### config.mk
export PLATFORM = sky130hd
export DESIGN_NAME = calendar_date_add_days_core
export DESIGN_NICKNAME = d
export VERILOG_FILES = /design/src/rtl/core/dadd_pkg.sv /design/src/rtl/core/dadd_mod400.sv /design/src/rtl/core/dadd_month_unit.sv /design/src/rtl/core/calendar_date_add_days_core.sv
export SDC_FILE = /design/constraint.sdc
export NUM_CORES = 1
export LEC_CHECK = 0
export BUFFER_PORTS_ARGS = -buffer_cell sky130_fd_sc_hd__buf_4
export CAP_MARGIN = 20
export CORE_MARGIN = 1
export CORE_UTILIZATION = 50
export CTS_CLUSTER_DIAMETER = 50
export DETAILED_ROUTE_END_ITERATION = 12
export PLACE_DENSITY = 0.7
export SLEW_MARGIN = 20
export SYNTH_ARGS = -nofsm -noshare
export SYNTH_HDL_FRONTEND = slang
export SYNTH_SLANG_ARGS = --single-unit
### constraint.sdc
create_clock -name clk -period 5.1 [get_ports clk]
set_clock_uncertainty 0.15 [all_clocks]
set_input_delay 0.765 -clock clk [delete_from_list [all_inputs] [get_ports clk]]
set_output_delay 0.765 -clock clk [all_outputs]
set_load 0.02 [all_outputs]
### src/rtl/core/dadd_pkg.sv
`default_nettype none
package dadd_pkg;

	localparam int unsigned DAYS_WIDTH_DEF = 16;
	localparam int unsigned MONTH_W = 4;
	localparam int unsigned DAY_W = 5;
	localparam int unsigned YEAR_W = 14;
	localparam int unsigned YEAR_CYCLE = 400;
	localparam int unsigned YR400_W = $clog2(YEAR_CYCLE);
	localparam int unsigned REDUCE_STEPS = 6;
	localparam int unsigned REDUCE_CNT_W = $clog2(REDUCE_STEPS);

	localparam logic [MONTH_W-1:0] MON_JAN = 4'd1;
	localparam logic [MONTH_W-1:0] MON_FEB = 4'd2;
	localparam logic [MONTH_W-1:0] MON_APR = 4'd4;
	localparam logic [MONTH_W-1:0] MON_JUN = 4'd6;
	localparam logic [MONTH_W-1:0] MON_SEP = 4'd9;
	localparam logic [MONTH_W-1:0] MON_NOV = 4'd11;
	localparam logic [MONTH_W-1:0] MON_DEC = 4'd12;

	localparam logic [YR400_W-1:0] CENT_1 = 9'd100;
	localparam logic [YR400_W-1:0] CENT_2 = 9'd200;
	localparam logic [YR400_W-1:0] CENT_3 = 9'd300;

	typedef enum logic [1:0] {
		ST_IDLE,
		ST_REDUCE,
		ST_STEP,
		ST_FINISH
	} state_t;

	typedef struct packed {
		logic                 over;
		logic [MONTH_W-1:0]   month_next;
		logic                 year_inc;
	} step_t;

	function automatic logic leap_from_cycle(input logic [YR400_W-1:0] yr400);
		logic div4;
		logic cent;
		div4 = (yr400[1:0] == 2'b00);
		cent = (yr400 == CENT_1) || (yr400 == CENT_2) || (yr400 == CENT_3);
		return div4 && !cent;
	endfunction

	function automatic logic [DAY_W-1:0] month_len(input logic [MONTH_W-1:0] m,
			input logic leap);
		logic [DAY_W-1:0] len;
		case (m)
			MON_FEB: begin
				len = leap ? 5'd29 : 5'd28;
			end
			default: begin
				len = (m inside {MON_APR, MON_JUN, MON_SEP, MON_NOV}) ? 5'd30 : 5'd31;
			end
		endcase
		return len;
	endfunction

endpackage
`default_nettype wire

### src/rtl/core/dadd_mod400.sv
`default_nettype none
module dadd_mod400
	import dadd_pkg::*;
(
	input  wire logic               clk,
	input  wire logic               arst_n,
	input  wire logic               start,
	input  wire logic [YEAR_W-1:0]  year,
	output logic                    done,
	output logic [YR400_W-1:0]      rem
);

	logic [YEAR_W-1:0]       rem_q;
	logic [REDUCE_CNT_W-1:0] cnt_q;
	logic                    busy_q;
	logic                    done_q;
	logic [YEAR_W-1:0]       sub;
	logic                    ge;

	// Restoring reduction: one shifted multiple of the cycle length per clock.
	assign sub = YEAR_W'(YEAR_CYCLE) << cnt_q;
	assign ge  = (rem_q >= sub);

	always_ff @(posedge clk or negedge arst_n) begin
		if (!arst_n) begin
			busy_q <= 1'b0;
			done_q <= 1'b0;
			cnt_q  <= '0;
		end else begin
			done_q <= 1'b0;
			if (start) begin
				busy_q <= 1'b1;
				cnt_q  <= REDUCE_CNT_W'(REDUCE_STEPS - 1);
			end else if (busy_q) begin
				if (cnt_q == '0) begin
					busy_q <= 1'b0;
					done_q <= 1'b1;
				end else begin
					cnt_q <= cnt_q - 1'b1;
				end
			end
		end
	end

	always_ff @(posedge clk) begin
		if (start) begin
			rem_q <= year;
		end else if (busy_q && ge) begin
			rem_q <= rem_q - sub;
		end
	end

	assign done = done_q;
	assign rem  = rem_q[YR400_W-1:0];

endmodule
`default_nettype wire

### src/rtl/core/dadd_month_unit.sv
`default_nettype none
module dadd_month_unit
	import dadd_pkg::*;
#(
	parameter int unsigned DAYS_WIDTH = DAYS_WIDTH_DEF
) (
	input  wire logic [MONTH_W-1:0]    month,
	input  wire logic [YR400_W-1:0]    yr400,
	input  wire logic [DAYS_WIDTH:0]   day,
	output step_t                      step,
	output logic [DAYS_WIDTH:0]        day_next
);

	logic [DAY_W-1:0]      len;
	logic [DAYS_WIDTH:0]   len_ext;

	assign len     = month_len(month, leap_from_cycle(yr400));
	assign len_ext = (DAYS_WIDTH+1)'(len);

	always_comb begin
		step.over     = (day > len_ext);
		step.year_inc = (month == MON_DEC);
		step.month_next = step.year_inc ? MON_JAN : month + 1'b1;
		day_next      = day - len_ext;
	end

endmodule
`default_nettype wire

### src/rtl/core/calendar_date_add_days_core.sv
// A null date or a bad month goes straight to the result; otherwise a
// six-step reduction of the year modulo 400 runs first, then the shared
// subtract/compare unit handles one month per cycle. One item at a time: the
// next transfer is accepted in the cycle after the result is loaded.
// Reset clears the sequencer and the output valid; the datapath is not reset.
`default_nettype none
module calendar_date_add_days_core
	import dadd_pkg::*;
#(
	parameter int unsigned DAYS_WIDTH = DAYS_WIDTH_DEF
) (
	input  wire logic                   clk,
	input  wire logic                   arst_n,
	input  wire logic                   in_valid,
	output logic                        in_ready,
	input  wire logic                   date_present,
	input  wire logic [MONTH_W-1:0]     start_month,
	input  wire logic [DAY_W-1:0]       start_day,
	input  wire logic [YEAR_W-1:0]      start_year,
	input  wire logic [DAYS_WIDTH-1:0]  days_to_add,
	output logic                        out_valid,
	input  wire logic                   out_ready,
	output logic                        result_present,
	output logic [MONTH_W-1:0]          result_month,
	output logic [DAY_W-1:0]            result_day,
	output logic [YEAR_W-1:0]           result_year,
	output logic                        bad_month
);

	state_t                state_q, state_d;
	logic                  present_q;
	logic                  bad_q;
	logic [MONTH_W-1:0]    month_q;
	logic [DAYS_WIDTH:0]   day_q;
	logic [YEAR_W-1:0]     year_q;
	logic [YR400_W-1:0]    yr400_q;
	logic                  out_valid_q;

	logic                  accept;
	logic                  month_ok;
	logic                  red_start;
	logic                  red_done;
	logic [YR400_W-1:0]    red_rem;
	step_t                 step;
	logic [DAYS_WIDTH:0]   day_next;
	logic                  do_step;
	logic                  out_load;

	assign in_ready  = (state_q == ST_IDLE);
	assign accept    = in_valid && in_ready;
	assign month_ok  = (start_month >= MON_JAN) && (start_month <= MON_DEC);
	assign red_start = accept && date_present && month_ok;

	dadd_mod400 u_mod400 (
		.clk    (clk),
		.arst_n (arst_n),
		.start  (red_start),
		.year   (start_year),
		.done   (red_done),
		.rem    (red_rem)
	);

	dadd_month_unit #(
		.DAYS_WIDTH (DAYS_WIDTH)
	) u_month (
		.month    (month_q),
		.yr400    (yr400_q),
		.day      (day_q),
		.step     (step),
		.day_next (day_next)
	);

	always_comb begin
		state_d  = state_q;
		do_step  = 1'b0;
		out_load = 1'b0;
		case (state_q)
			ST_IDLE: begin
				if (accept) begin
					state_d = red_start ? ST_REDUCE : ST_FINISH;
				end
			end
			ST_REDUCE: begin
				if (red_done) begin
					state_d = ST_STEP;
				end
			end
			ST_STEP: begin
				if (step.over) begin
					do_step = 1'b1;
				end else begin
					state_d = ST_FINISH;
				end
			end
			ST_FINISH: begin
				if (!out_valid_q || out_ready) begin
					out_load = 1'b1;
					state_d  = ST_IDLE;
				end
			end
			default: begin
				state_d = ST_IDLE;
			end
		endcase
	end

	always_ff @(posedge clk or negedge arst_n) begin
		if (!arst_n) begin
			state_q     <= ST_IDLE;
			out_valid_q <= 1'b0;
		end else begin
			state_q <= state_d;
			if (out_load) begin
				out_valid_q <= 1'b1;
			end else if (out_ready) begin
				out_valid_q <= 1'b0;
			end
		end
	end

	always_ff @(posedge clk) begin
		if (accept) begin
			present_q <= date_present;
			bad_q     <= date_present && !month_ok;
			month_q   <= start_month;
			year_q    <= start_year;
			if (red_start) begin
				day_q <= (DAYS_WIDTH+1)'(start_day) + (DAYS_WIDTH+1)'(days_to_add);
			end else begin
				day_q <= (DAYS_WIDTH+1)'(start_day);
			end
		end else if (state_q == ST_REDUCE && red_done) begin
			yr400_q <= red_rem;
		end else if (do_step) begin
			day_q   <= day_next;
			month_q <= step.month_next;
			if (step.year_inc) begin
				year_q <= year_q + 1'b1;
				if (year_q == '1 || yr400_q == YR400_W'(YEAR_CYCLE - 1)) begin
					yr400_q <= '0;
				end else begin
					yr400_q <= yr400_q + 1'b1;
				end
			end
		end
	end

	always_ff @(posedge clk) begin
		if (out_load) begin
			result_present <= present_q;
			result_month   <= month_q;
			result_day     <= day_q[DAY_W-1:0];
			result_year    <= year_q;
			bad_month      <= bad_q;
		end
	end

	assign out_valid = out_valid_q;

	assert property (@(posedge clk) disable iff (!arst_n)
		(state_q == ST_STEP) |-> (month_q >= MON_JAN) && (month_q <= MON_DEC))
		else $error("month left the valid range while stepping");

	assert property (@(posedge clk) disable iff (!arst_n)
		(state_q == ST_STEP) |-> (yr400_q < YR400_W'(YEAR_CYCLE))
			&& (yr400_q[1:0] == year_q[1:0]))
		else $error("year cycle position disagrees with the year");

	assert property (@(posedge clk) disable iff (!arst_n)
		(state_q == ST_STEP) && !step.over |=> (state_q == ST_FINISH)
			&& (day_q[DAYS_WIDTH:DAY_W] == '0))
		else $error("stepping stopped with a day beyond the month");

	assert property (@(posedge clk) disable iff (!arst_n)
		out_load && bad_q |-> present_q)
		else $error("bad month flagged on a null date");

endmodule
`default_nettype wire
Yosys cells after proc, flatten, opt, wreduce, memory -nomap -nowiden. Cells that the tools add are included.

Equality and inequality tests: 20. Order comparisons: 4. Add/subtract/negate cells: 7. Bitwise operators: 1. Multiplexer cells: 42. Reduce and logical (&&, ||, !) cells: 31. Shift-type cells: 1.

Operators by type and width (count): two-way mux 14 bit (6); two-way mux 17 bit (4); two-way mux 9 bit (4); equality test 9 bit, second input constant (2); adder 5 x 16 -> 17 bit (1); > comparator 17 x 5 -> 1 bit (1); subtractor 17 x 5 -> 17 bit (1); two-way mux 4 bit (4); adder 14 x 1 -> 14 bit, second input constant (1); equality test 14 bit, second input constant (1); >= comparator 14 bit (1); two-way mux 1 bit (14); nonzero test 2 bit (7); left shift 9 x 3 -> 14 bit, first input constant (1); subtractor 14 bit (1); equality test 4 bit, second input constant (3); two-way mux 2 bit (5); adder 9 x 1 -> 9 bit, second input constant (1); equality test 9 x 7 -> 1 bit, second input constant (1); equality test 9 x 8 -> 1 bit, second input constant (1); two-way mux 3 bit (3); equality test 4 x 3 -> 1 bit, second input constant (2); logical AND 1 bit (8); != test 2 bit, second input constant (4); other kinds (19) (29).

Output and inout bits: 27. Register bits: 93. Logic and storage cells: 123. Input bits: 44.

Longest topological paths before layout.
Depth in word-level cells: 13. Mapped depth: 13. Mapped depth without buffers: 13.

By module. From an unflattened synthesis, not the netlist that was laid out.

Cell total of the unflattened synthesis: 536. Area, all modules: 5753.0 sq um.

Modules (own cells, without submodules): calendar_date_add_days_core (area an instance 3733.6 sq um, cells each 313, instances 1, seq. area each 2207.1 sq um); dadd_mod400 (area an instance 1433.9 sq um, cells each 140, instances 1, seq. area each 545.5 sq um); dadd_month_unit (area an instance 585.6 sq um, cells each 83, instances 1, seq. area each 0.0 sq um).

Worst setup path before layout. OpenSTA, ideal clock, no wires.

Kind: reg-to-reg. Start point: register yr400_q[5]. End point: register day_q[0] (enable). Setup time: 0.428 ns. Buffers on the path: 0. Data arrival time: 3.363 ns. Required time: 4.522 ns. Clock period less this slack: 3.941 ns. Path slack: 1.159 ns. Cell stages (with the launch flop): 11. Cell sequence: edfxtp_1 nor4bb_1 o21ai_0 a21oi_1 o211ai_1 o311a_1 ha_1 nor2b_1 o211ai_1 a31o_2 o21ai_0.

Cells in the longest elaborated chain, start to end: 12. Elaborated cells between the ends (all ways): 14. Classes of those cells: order compare (1); eq/ne (3); mux (4); reduce/logical (6).

Ends and longest elaborated chain: start: declaration (RTL line calendar_date_add_days_core.sv:36) `logic [YR400_W-1:0] yr400_q;`; start signal: assignment (RTL line calendar_date_add_days_core.sv:133) `yr400_q <= red_rem;`; start signal: assignment (RTL line calendar_date_add_days_core.sv:142) `yr400_q <= yr400_q + 1'b1;`; equality test 9 x 7 -> 1 bit or equality test 9 x 8 -> 1 bit (tied branches) (RTL line dadd_pkg.sv:42) `cent = (yr400 == CENT_1) || (yr400 == CENT_2) || (yr400 == CENT_3);`; logical OR 1 bit (RTL line dadd_pkg.sv:42); logical OR 1 bit (*) (RTL line dadd_pkg.sv:42); logical NOT 1 bit (*) (RTL line dadd_pkg.sv:43) `return div4 && !cent;`; logical AND 1 bit (*) (RTL line dadd_pkg.sv:43); two-way mux 1 bit (*) (RTL line dadd_pkg.sv:51) `len = leap ? 5'd29 : 5'd28;`; two-way mux 5 bit (*) (RTL line dadd_pkg.sv:49) `case (m)`; > comparator 17 x 5 -> 1 bit (*) (RTL line dadd_month_unit.sv:21) `step.over = (day > len_ext);`; two-way mux 1 bit (*) (RTL line calendar_date_add_days_core.sv:89) `if (step.over) begin`; two-way mux 1 bit (*) (RTL line calendar_date_add_days_core.sv:77) `case (state_q)`; nonzero test 2 bit (no source line) (*); AND reduction 2 bit (no source line) (*); end signal: assignment (RTL line calendar_date_add_days_core.sv:128) `day_q <= (DAYS_WIDTH+1)'(start_day) + (DAYS_WIDTH+1)'(days_to_add);`; end signal: assignment (RTL line calendar_date_add_days_core.sv:130) `day_q <= (DAYS_WIDTH+1)'(start_day);`; end signal: assignment (RTL line calendar_date_add_days_core.sv:135) `day_q <= day_next;`; end: declaration (RTL line calendar_date_add_days_core.sv:34) `logic [DAYS_WIDTH:0] day_q;`.

Mark *: on every way between the ends. The rest lies on a longest branch, timed or not. A chain may end at the register's enable or synchronous reset.

Final worst setup path.
Start point: register state_q[0]. End point: register day_q[15] (data pin).

Cells in the longest elaborated chain, start to end: 6.

Ends and longest elaborated chain: start: declaration (RTL line calendar_date_add_days_core.sv:30) `state_t state_q, state_d;`; start signal: assignment (RTL line calendar_date_add_days_core.sv:112) `state_q <= state_d;`; logical NOT 2 bit (*) (RTL line calendar_date_add_days_core.sv:49) `assign in_ready = (state_q == ST_IDLE);`; logical AND 1 bit (*) (RTL line calendar_date_add_days_core.sv:50) `assign accept = in_valid && in_ready;`; logical AND 1 bit (2 in series) (RTL line calendar_date_add_days_core.sv:52) `assign red_start = accept && date_present && month_ok;`; two-way mux 17 bit (RTL line calendar_date_add_days_core.sv:127) `if (red_start) begin`; two-way mux 17 bit (*) (RTL line calendar_date_add_days_core.sv:122) `if (accept) begin`.

Marks and branches as above.

==> flow_metrics.py <==
metrics = {
    "clocking": {
        "cts_buffers": 9,
        "ctsHtreeMaxLevel": 3,
        "clk_path_buf_depth": 2,
        "post_cts_buffers": 0,
        "post_cts_resize_count": 0,
        "clkTransAtPathRegs_ns": 0.09,
        "root_buffer": "clkbuf_8",
        "ctsHoldBuffers": 0,
        "cts.sinks": 93,
        "tritoncts": "yes",
        "clk_latency_ns": 0.36,
    },
    "setup_path": {
        "cp-start-kind": "register",
        "reg2reg_from": "state_q[0]",
        "crit_family": "buffers and inverters",
        "cp.depth": 9,
        "worstPathArrival_ns": 3.58,
        "r2r_setup_slack_ns": 1.57,
        "reg2reg_to": "day_q[15]",
        "crit_type": "register to register",
        "cp_max_fo": 43,
        "endpoint": "day_q[15]",
        "crit_slowest_cell": "nand4_2",
        "path_buf_inv": 4,
        "path_common_cell": "buf_4",
        "slowest_delay_ns": 0.61,
        "reg2reg_depth": 9,
        "crit_start": "state_q[0]",
        "crit_chain": "inv_1, ha_1, nand2_1, buf_4, inv_2, nand4_2, buf_4, or4_1, o211ai_1",
        "cp.required_ns": 5.15,
        "endpoint_kind": "register",
    },
    "sta": {
        "tightest_slew_ns": 0.823,
        "slew_viol_final": 0,
        "hold_violations": 0,
        "fmax_ghz": 0.284,
        "relSlewSlack_pct": 44.8,
        "finalCritPeriodShare_pct": 69.1,
        "setup-violations-final": 0,
        "finalSetupTns_ns": 0,
        "fin_crit_ns": 3.53,
        "grt_setup_unrepaired": "false",
    },
    "place": {
        "gp_congestion": 0.880,
        "place_inst": 714,
        "port_buffers": 70,
        "hpwl_mm": 9.02,
    },
    "final_layout": {
        "multi_input_area_mm2": 0.00265,
        "n_fill_cell": 925,
        "layout_common_cells": "85 x edfxtp_1, 76 x buf_4, 63 x nand2_1",
        "final_common_cell": "edfxtp_1",
        "instances_no_fill": 730,
        "register_area_mm2": 0.00275,
        "n_antenna_cell": 0,
        "layout.nets": 664,
        "drive_above_1_share_pct": 19.8,
        "area_growth_pct": 16.1,
    },
    "synth": {
        "synth_ff_type": "edfxtp_1",
        "synth-seq-cells": 93,
        "syn_inst": 514,
        "synth-seq-area-share_pct": 49.5,
        "syn_nets": 593,
        "synth_edf_count": 85,
        "netlist_area_mm2": 0.00556,
        "netlist-cell-type-count": 65,
        "avgSynthCellArea_um2": 10.8,
        "synthesis.yosys.warnings": 0,
        "synthArstFlopShare_pct": 8.60,
    },
    "hold_path": {
        "hold_path.class": "input port to asynchronous set/reset pin",
    },
    "global_route": {
        "grt_pass1_vias": 4121,
        "grt_max_degree": 44,
        "grt_use_total_pct": 22.6,
        "antenna_found_initial": 0,
        "grt_pass1_wl_mm": 20.0,
        "overflow": 0,
    },
    "power_and_ir_drop": {
        "p_per_area_mw_per_mm2": 607,
        "leakagePower_nw": 2.44,
        "power.total_w": 0.00392,
        "irDropWorstVdd_v": 0.000333,
    },
    "routing": {
        "m1WireLength_mm": 5.40,
        "wl_per_cell_um": 16.6,
        "drt_wl_total_mm": 12.1,
        "drc": 0,
        "vias": 4175,
        "ant_nets": 0,
        "routed_via_density": 5.72,
        "drt_pass1_iterations": 4,
        "route.met3.wl_um": 499,
        "routed-wl-met2_mm": 6.07,
        "drtIter0Drc": 221,
        "top_layer_used": "met4",
    },
    "die": {
        "initial_core_util_pct": 51.3,
        "die-area_mm2": 0.0115,
        "die_h_um": 107,
        "die_w_um": 107,
        "rows": 38,
        "ioPinCount": 71,
        "core_mm2": 0.0108,
    },
    "run": {
        "drv_cap": 0,
    },
    "status": {
        "status": "finished clean",
    },
}
-- cell usage after synthesis (6+ instances only) --
cell / instances / share of area (%)
and3_1: 7 / 0.79
o211ai_1: 12 / 1.6
nand3_1: 18 / 1.6
xnor2_1: 14 / 2.2
o21ai_2: 9 / 1.4
edfxtp_1: 85 / 46
nor2_1: 29 / 2.0
nand4_1: 9 / 1.0
a211oi_1: 7 / 0.95
ha_1: 33 / 7.4
o31ai_1: 6 / 0.81
a21oi_1: 22 / 2.0
o21ai_0: 28 / 2.5
nand2_1: 63 / 4.3
xor2_1: 34 / 5.4
nor3_1: 6 / 0.54
clkbuf_1: 11 / 0.74
inv_1: 23 / 1.6
dfrtp_1: 8 / 3.6
o22ai_1: 10 / 1.1
-- stage by stage --
stage	hold WS, ns	util (%)	instance area, um^2	worst slack, ns
global route	0.0406	59.6	6460	1.29
global placement	0.255	57.5	6240	1.56
CTS	0.0407	59.6	6460	1.57
floorplan	0.250	-	5560	1.16
finish	0.0541	59.6	6460	1.57
detailed placement	0.255	57.6	6240	1.52
-- metal layers --
metal | vias up | global-route usage [%]
met3 | 12 | 2.54
met2 | 112 | 38.6
met4 | 0 | 8.02
met5 | - | 0
met1 | 1993 | 29.6
li1 | 2058 | -
-- area by class of cell --
cell class / instances / share of cell area [%]
Multi-Input combinational cell: 380 / 41.0
Timing Repair Buffer: 76 / 8.84
Sequential cell: 93 / 42.6
Inverter: 25 / 1.45
Clock inverter: 6 / 1.36
Tap cell: 140 / 2.71
Clock buffer: 10 / 1.98
-- where the power goes --
group / internal, W / leakage (nW) / switching, W
combinational: 0.000771 / 1.46 / 0.00105
sequential: 0.00132 / 0.890 / 0.000232
clock: 0.000276 / 0.100 / 0.000267
-- cell families after synthesis --
group	synth area share, %
buf+inv	3.02
fa+ha+maj	8.15
simple gates	15.9
xor+xnor	7.56
compound gates	15.1
mux	0.743
flops	49.5
-- registers in the layout (all words and copies together), names as in the netlist --
register	count
bad_month	1
bad_q	1
day_q	17
month_q	4
out_valid	1
present_q	1
result_day	5
result_month	4
result_present	1
result_year	14
state_q	2
u_mod400.busy_q	1
u_mod400.cnt_q	3
u_mod400.done	1
u_mod400.rem_q	14
year_q	14
yr400_q	9
-- worst min-delay path by stage --
stage,slack (ns),startpoint,cells past startpoint,endpoint
6_report,0.05,arst_n,1,u_mod400.done
5_1_grt,0.04,arst_n,1,out_valid
4_1_cts,0.04,arst_n,1,out_valid
3_5_place_dp,0.26,bad_q,0,bad_month
3_3_place_gp,0.25,present_q,0,result_present
2_1_floorplan,0.25,bad_q,0,bad_month
(Power assumes the default switching activity.)
